$ cat src/rtl/core/assert_macros.svh
// Assertion macros shared by the weighted correlation accumulator RTL.
`ifndef ASSERT_MACROS_SVH
`define ASSERT_MACROS_SVH

// Same-cycle implication, disabled while reset is asserted.
`define WCA_ASSERT_IMPLIES(name, clk, rst_n, ante, cons) \
    name: assert property (@(posedge clk) disable iff (!rst_n) (ante) |-> (cons)) \
        else $error("weighted correlation check failed");

// Next-cycle implication, disabled while reset is asserted.
`define WCA_ASSERT_NEXT(name, clk, rst_n, ante, cons) \
    name: assert property (@(posedge clk) disable iff (!rst_n) (ante) |=> (cons)) \
        else $error("weighted correlation check failed");

`endif

$ cat src/rtl/core/wca_pkg.sv
// Shared types and constants of the weighted correlation accumulator.
`timescale 1ns / 1ps
`default_nettype none

package wca_pkg;

    localparam int MUL_W      = 32;     // shared multiplier operand width
    localparam int LIMB_W     = 32;     // limb width of the squaring steps
    localparam int BIG_W      = 128;    // product of two 64-bit magnitudes
    localparam int SUM_W      = 66;     // headroom for the saturating add
    localparam int Q_W        = 15;     // quotient bits found by the root search
    localparam int ROOT_STEPS = 15;
    localparam int ROOT_SHIFT = 28;     // two Q1.14 fractions
    localparam int ONE_Q14    = 16384;
    localparam int COEF_W     = 16;
    localparam int CNT_W      = 4;

    typedef enum logic [3:0] {
        DP_NOP,
        DP_LOAD,
        DP_MAG,
        DP_WLO,
        DP_WHI,
        DP_ACC,
        DP_SQ_MUL,
        DP_LOAD_R,
        DP_LOAD_B,
        DP_ROOT_A,
        DP_ROOT_B,
        DP_EMIT
    } dp_op_t;

    typedef enum logic [1:0] {
        TERM_CROSS,
        TERM_XX,
        TERM_YY
    } term_t;

    typedef enum logic [3:0] {
        ST_IDLE,
        ST_MAG,
        ST_WLO,
        ST_WHI,
        ST_ACC,
        ST_CHECK,
        ST_SQC,
        ST_LDR,
        ST_SQB,
        ST_LDB,
        ST_RTA,
        ST_RTB,
        ST_EMIT
    } ctrl_state_t;

    typedef struct packed {
        dp_op_t op;
        term_t  term;
        logic   limb_a;
        logic   limb_b;
        logic   first;
        logic   sq_pair;    // 0: cross times cross, 1: xx times yy
    } wca_cmd_t;

    typedef struct packed {
        logic last;
        logic degen;
        logic out_free;
    } wca_status_t;

endpackage

`default_nettype wire

$ cat src/rtl/core/wca_controller.sv
// Controller: sequences the product, accumulate, squaring and root steps.
`timescale 1ns / 1ps
`default_nettype none

module wca_controller
    import wca_pkg::*;
(
    input  wire logic        clk,
    input  wire logic        rst_n,
    input  wire logic        in_valid,
    output      logic        in_stall,
    input  wire wca_status_t status,
    output      wca_cmd_t    cmd
);

    ctrl_state_t      state_reg, state_next;
    term_t            term_reg, term_next;
    logic [CNT_W-1:0] cnt_reg, cnt_next;

    // Next state
    always_comb
    begin
        state_next = state_reg;
        term_next  = term_reg;
        cnt_next   = cnt_reg;
        case (state_reg)
            ST_IDLE:
            begin
                if (in_valid)
                begin
                    state_next = ST_MAG;
                    term_next  = TERM_CROSS;
                end
            end
            ST_MAG: state_next = ST_WLO;
            ST_WLO: state_next = ST_WHI;
            ST_WHI: state_next = ST_ACC;
            ST_ACC:
            begin
                case (term_reg)
                    TERM_CROSS: begin term_next = TERM_XX; state_next = ST_MAG; end
                    TERM_XX:    begin term_next = TERM_YY; state_next = ST_MAG; end
                    default:    state_next = ST_CHECK;
                endcase
            end
            ST_CHECK:
            begin
                cnt_next = '0;
                if (!status.last)
                begin
                    state_next = ST_IDLE;
                end
                else if (status.degen)
                begin
                    state_next = ST_EMIT;
                end
                else
                begin
                    state_next = ST_SQC;
                end
            end
            ST_SQC:
            begin
                cnt_next = cnt_reg + 1'b1;
                if (cnt_reg == CNT_W'(3))
                begin
                    cnt_next   = '0;
                    state_next = ST_LDR;
                end
            end
            ST_LDR: state_next = ST_SQB;
            ST_SQB:
            begin
                cnt_next = cnt_reg + 1'b1;
                if (cnt_reg == CNT_W'(3))
                begin
                    cnt_next   = '0;
                    state_next = ST_LDB;
                end
            end
            ST_LDB: state_next = ST_RTA;
            ST_RTA: state_next = ST_RTB;
            ST_RTB:
            begin
                cnt_next   = cnt_reg + 1'b1;
                state_next = (cnt_reg == CNT_W'(ROOT_STEPS - 1)) ? ST_EMIT : ST_RTA;
            end
            ST_EMIT:
            begin
                if (status.out_free)
                begin
                    state_next = ST_IDLE;
                end
            end
            default: state_next = ST_IDLE;
        endcase
    end

    // Outputs
    always_comb
    begin
        cmd.op      = DP_NOP;
        cmd.term    = term_reg;
        cmd.limb_a  = cnt_reg[1];
        cmd.limb_b  = cnt_reg[0];
        cmd.first   = (cnt_reg == '0);
        cmd.sq_pair = 1'b0;
        in_stall    = (state_reg != ST_IDLE);
        case (state_reg)
            ST_IDLE: cmd.op = in_valid ? DP_LOAD : DP_NOP;
            ST_MAG:  cmd.op = DP_MAG;
            ST_WLO:  cmd.op = DP_WLO;
            ST_WHI:  cmd.op = DP_WHI;
            ST_ACC:  cmd.op = DP_ACC;
            ST_SQC:  cmd.op = DP_SQ_MUL;
            ST_LDR:  cmd.op = DP_LOAD_R;
            ST_SQB:
            begin
                cmd.op      = DP_SQ_MUL;
                cmd.sq_pair = 1'b1;
            end
            ST_LDB:  cmd.op = DP_LOAD_B;
            ST_RTA:  cmd.op = DP_ROOT_A;
            ST_RTB:  cmd.op = DP_ROOT_B;
            ST_EMIT: cmd.op = status.out_free ? DP_EMIT : DP_NOP;
            default: cmd.op = DP_NOP;
        endcase
    end

    // State registers
    always_ff @(posedge clk or negedge rst_n)
    begin
        if (!rst_n)
        begin
            state_reg <= ST_IDLE;
            term_reg  <= TERM_CROSS;
            cnt_reg   <= '0;
        end
        else
        begin
            state_reg <= state_next;
            term_reg  <= term_next;
            cnt_reg   <= cnt_next;
        end
    end

endmodule

`default_nettype wire

$ cat config.mk
export PLATFORM = sky130hd
export DESIGN_NAME = wca_controller
export DESIGN_NICKNAME = d
export VERILOG_FILES = /design/src/rtl/core/assert_macros.svh /design/src/rtl/core/wca_pkg.sv /design/src/rtl/core/wca_controller.sv
export SDC_FILE = /design/constraint.sdc
export NUM_CORES = 1
export LEC_CHECK = 0
export BUFFER_PORTS_ARGS = -buffer_cell sky130_fd_sc_hd__buf_2
export CORE_UTILIZATION = 25
export DETAILED_ROUTE_END_ITERATION = 10
export GPL_ROUTABILITY_DRIVEN = 0
export SYNTH_ARGS = -nofsm -noshare
export SYNTH_HDL_FRONTEND = slang
export SYNTH_SLANG_ARGS = --single-unit
$ cat constraint.sdc
create_clock -name clk -period 1.6 [get_ports clk]
set_input_delay 0 -clock clk [delete_from_list [all_inputs] [get_ports clk]]
set_output_delay 0 -clock clk [all_outputs]
set_load 0.02 [all_outputs]
==> results.toml, run 1 <==
[sta]
fmax_ghz = 0.638
timing.hold.ws_ns = 0.0843
setup_tns_ns = 0
drv_slew = 0
hold_viol_final = 0
period_minus_slack_ns = 1.57
rsz0062_at_grt = "yes"
relSlewSlack = 0.831
setup_ws_ns = 0.0319
clock_skew_ns = 0.000742
fin_crit_sh = 0.980
setup_viol = 0
tightestPinTransition_ns = 0.252

[die]
core-area_um2 = 3100
die_h_um = 59.7
die_x_um = 59.7
std_cell_rows = 20
ios = 17
start_util = 0.269
fp.dieArea_um2 = 3570

[logic_synthesis]
synth-edff-count = 0
synth_top_area_frac = 0.300
ys.flop_type = "dfrtp_1"
synth_fp_nets = 111
synth_cell_types = 38
synth.top_cells.by_count = "nand2_1, dfrtp_1, a21oi_1, o21ai_0, nor2_1"
yosysMostFrequentCell = "nand2_1"
async_flop_share = 1.00
ys.warnings.count = 0
yosys.area.top_type = "dfrtp_1"
synth_seq_cells = 10
ys_seq_area_frac = 0.300
syn_area_per_cell_um2 = 8.17
synth_area_um2 = 833
ys_top_cells_by_area = "dfrtp_1, nand2_1, a21oi_1, o21ai_0, ha_1"
synth_cells = 102

[hold_path]
hold_path_class = "primary input to flop"
holdCritStartpoint = "in_valid"

[worst_setup_path]
path_buf_inv = 1
path_class = "flop to output pin"
worstPathRequired_ns = 1.60
crit_start = "state_reg[0]"
reg2reg_depth = 4
crit_arrival_ns = 1.57
startpoint_type = "flop"
r2r_setup_slack_ns = 0.11
r2r-start = "state_reg[0]"
r2r_end = "cnt_reg[3]"
cp_cell_sequence = "or4b_4, o21ai_0, buf_2"
cp-endpoint = "cmd[8]"
cp_slowest_cell = "or4b_4"
cp_max_fo = 6
cp-end-kind = "output pin"
worst-path-stages = 3
path_delay_family = "simple AND/OR/NAND/NOR gates"
slowest_delay_ns = 0.57

[grt]
antenna_found_initial = 0
grt.overflow.total = 0
grt_pass1_wl_um = 3440
grt_usage = 0.129
grt_max_degree = 15
grt_pass1_vias = 776

[routing]
first_pass_iters = 4
wirelength_um = 2020
vias_per_cell = 4.92
drt_iter0_drc = 11
drcViolationCount = 0
post_drt_wl_per_cell_um = 11.6
num_vias = 851
ant_nets = 0

[place]
hpwlAfterDp_um = 1550
io_buffers = 16
pre_cts_slack_ns = 0.0494

[layout]
final_layout_size_suffix_gt1_frac = 0.372
syn_to_final_growth_pct = 32.6
seqCellArea_um2 = 251
multi_input_comb_area_um2 = 538
fill_cells = 340
diodes = 0
nets = 139

[clock_tree]
clockBufferDepth = 2
cts_tree = "built"
clock-sinks = 10
clk_latency_ns = 0.27
cts_buffers = 3
htree_levels = 1
path_clk_slew_ns = 0.07
root_buffer = "clkbuf_4"

[power_and_ir_drop]
p_leak_nw = 0.515
vdd_drop_max_v = 0.000662
power.density_nw_per_um2 = 1980

[status]
status = "finished, final reports clean"

[job]
cap_viol_max_count = 0
==> what timing repair did <==
item	4_1_cts	5_1_grt
endpoints found under the setup margin	1	9
setup buffers	0	3
hold buffers	1	0
resized for setup	2	10
hold endpoints to repair	10	0
pin swaps	0	1
==> stage by stage <==
step                 util  cell area (um^2)  total power [W]  std cells
floorplan               -               833          0.00144        102
global placement    0.324              1010          0.00180        165
detailed placement  0.324              1010          0.00184        165
CTS                 0.342              1060          0.00210        170
global route        0.356              1100          0.00236        173
finish              0.356              1100          0.00218        173
==> cell families (layout without fill, tap and decap cells) <==
family | count (synthesis) | count (layout) | synth area share
flops | 10 | 10 | 0.300
fa+ha+maj | 3 | 3 | 0.0450
xor+xnor | 1 | 1 | 0.0105
mux | 3 | 3 | 0.0390
compound gates | 30 | 30 | 0.249
buf+inv | 13 | 40 | 0.0811
simple gates | 42 | 42 | 0.275
==> placed cells by master, fill, tap and decap left out, drive strengths merged, types with 3 or more instances in the layout <==
cell type	n
nand2	13
inv	4
nor3	3
nor2	8
dfrtp	10
ha	3
clkbuf	4
o21ai	8
nand2b	4
buf	31
nand3	3
nor2b	4
a21oi	8
==> worst min-delay path: stages <==
cell and delay, ns:
buf_2 0.12, nand2_1 0.05, a21oi_1 0.06, nor2_1 0.08
==> power breakdown <==
part	total [W]	leakage, nW	switching (W)	internal (W)
combinational	0.00151	0.367	0.000841	0.000666
clock	0.000229	0.0210	0.0000905	0.000138
sequential	0.000449	0.127	0.000101	0.000348
==> per-layer routing <==
metal	track usage	wire, um	up-vias
met5	0	0	-
met4	0.0465	28	0
met3	0.0498	67	4
met2	0.208	986	18
met1	0.156	932	411
li1	-	-	418
==> final cells by class <==
type / instances / area share
Clock buffer: 4 / 0.0328
Inverter: 4 / 0.0136
Multi-Input combinational cell: 79 / 0.487
Sequential cell: 10 / 0.228
Tap cell: 44 / 0.0498
Timing Repair Buffer: 32 / 0.189
==> worst min-delay path by stage <==
stage	endpoint	slack [ns]	cells past startpoint
6_report	term_reg[1]	0.08	4
3_5_place_dp	term_reg[0]	-0.12	1
5_1_grt	term_reg[0]	0.12	2
2_1_floorplan	cnt_reg[0]	-0.30	0
3_3_place_gp	cnt_reg[2]	-0.13	1
4_1_cts	term_reg[1]	0.07	4
Power figures use the tool's default switching activity.
==> run 2: changes to the inputs <==
ABC_CLOCK_PERIOD_IN_PS = 1600   (was default)
CORE_ASPECT_RATIO = 0.75   (was default)
==> run 2 against run 1 <==
Compared with the run above: global-route usage fell by 0.30 points; setup slack improved by 0.022 ns; combinational power down 3%; register-to-register slack got worse by 0.02 ns; sequential share of layout area increased by 0.29 points.
==> results.toml, run 2 (synthesis gave the netlist of run 1 again) <==
[sta]
fmax_ghz = 0.647
hold_viol_final = 0
setup_viol = 0
setup_tns_ns = 0
clock_skew_ns = 0.000461
tightestPinTransition_ns = 0.251
relSlewSlack = 0.830
drv_slew = 0
fin_crit_sh = 0.966
period_minus_slack_ns = 1.55

[power_and_ir_drop]
vdd_drop_max_v = 0.000873
p_sw_w = 0.00103
swShare = 0.459
p_int_w = 0.00121
clockPowerShare = 0.142
comb_power_share = 0.652
seqPwrFrac = 0.206
power.density_nw_per_um2 = 2050
p_leak_nw = 0.505

[routing]
drt_iter0_drc = 19
drcViolationCount = 0
first_pass_iters = 4
ant_nets = 0
vias_per_cell = 4.91
wirelength_um = 2020
num_vias = 800
post_drt_wl_per_cell_um = 12.4

[layout]
nets = 135
syn_to_final_growth_pct = 30.9
finalNonFillerCells = 163
diodes = 0
final_common_cell = "buf_2"
final_layout_size_suffix_gt1_frac = 0.360
fill_cells = 325
mostFrequentLayoutCells = "buf_2, nand2_1, buf_4"

[hold_path]
holdCritStartpoint = "status[1]"
holdPathStages = 3
hold_path_class = "primary input to flop"
min_to = "state_reg[3]"

[place]
io_buffers = 16
dp_cells = 157
hpwlAfterDp_um = 1530

[clock_tree]
cts_buffers = 3
path_clk_slew_ns = 0.05
root_buffer = "clkbuf_8"
clock-sinks = 10
cts_tree = "built"
clk_latency_ns = 0.24
htree_levels = 1
clockBufferDepth = 2

[worst_setup_path]
r2r_setup_slack_ns = 0.09
startpoint_type = "flop"
crit_start = "state_reg[1]"
path_class = "flop to output pin"
cp-end-kind = "output pin"
r2r_end = "state_reg[0]"
worstPathRequired_ns = 1.60
crit_arrival_ns = 1.55
r2r-start = "cnt_reg[1]"
reg2reg_depth = 5
cp_max_fo = 9

[die]
std_cell_rows = 17
fp.dieArea_um2 = 3570
die_h_um = 52
core-area_um2 = 3060
die_x_um = 68.7
start_util = 0.272
ios = 17

[grt]
grt_usage = 0.126
grt_pass1_vias = 692
grt_pass1_wl_um = 3190
grt.overflow.total = 0
grt_max_degree = 20
antenna_found_initial = 0

[status]
status = "finished, final reports clean"

[job]
cap_viol_max_count = 0
==> run 2: power by group through the flow <==
stage                     Sequential (W)  Clock, W  Combinational, W
after floorplan                 0.000433         0           0.00100
after global placement          0.000450         0           0.00134
final                           0.000461  0.000317           0.00146
after detailed placement        0.000454         0           0.00135
after CTS                       0.000455  0.000326           0.00136
after global routing            0.000475  0.000344           0.00159
==> run 2: routing by layer <==
metal,part of all wire,vias up,wire length [um],global-route usage
met5,0,-,0,0
met4,0.0045,0,9,0.0382
met3,0.052,2,106,0.0548
met2,0.46,17,922,0.175
met1,0.49,372,982,0.173
li1,-,409,-,-
==> run 2: critical path, stage by stage, from the launching register on <==
cell and delay, ns:
dfrtp_2 0.47, or4b_4 0.54, o21ai_0 0.11, buf_2 0.20
==> run 2: worst max-delay path by stage <==
stage / end / slack (ns) / cells past startpoint
after CTS: cmd[6] / 0.02 / 4
after floorplan: cnt_reg[3] / 0.02 / 5
final: cmd[8] / 0.05 / 3
after global routing: state_reg[0] / -0.002 / 5
after detailed placement: cnt_reg[3] / 0.04 / 6
after global placement: cnt_reg[3] / 0.09 / 6
==> run 2: timing repair <==
action                                  4_1_cts  5_1_grt
resized for setup                             1       13
setup buffers                                 0        1
endpoints found under the hold margin        10        0
hold buffers                                  1        0
endpoints found under the setup margin        2        8
==> run 2: layout make-up <==
cell class,count,area (um^2),area share
Sequential cell,10,251,0.231
Tap cell,38,47.5,0.0436
Timing Repair Buffer,28,185,0.170
Multi-Input combinational cell,79,537,0.492
Clock buffer,4,55.1,0.0505
Inverter,4,15.0,0.0138
==> run 2: per-stage QoR <==
stage	hold slack [ns]	power [W]	setup WS (ns)	area, um^2	util
3_5_place_dp	-0.127	0.00181	0.0360	983	0.321
2_1_floorplan	-0.296	0.00144	0.0180	833	-
5_1_grt	0.118	0.00241	-0.00168	1090	0.356
6_report	0.102	0.00224	0.0538	1090	0.356
3_3_place_gp	-0.126	0.00179	0.0932	983	0.321
4_1_cts	0.103	0.00214	0.0239	1050	0.343
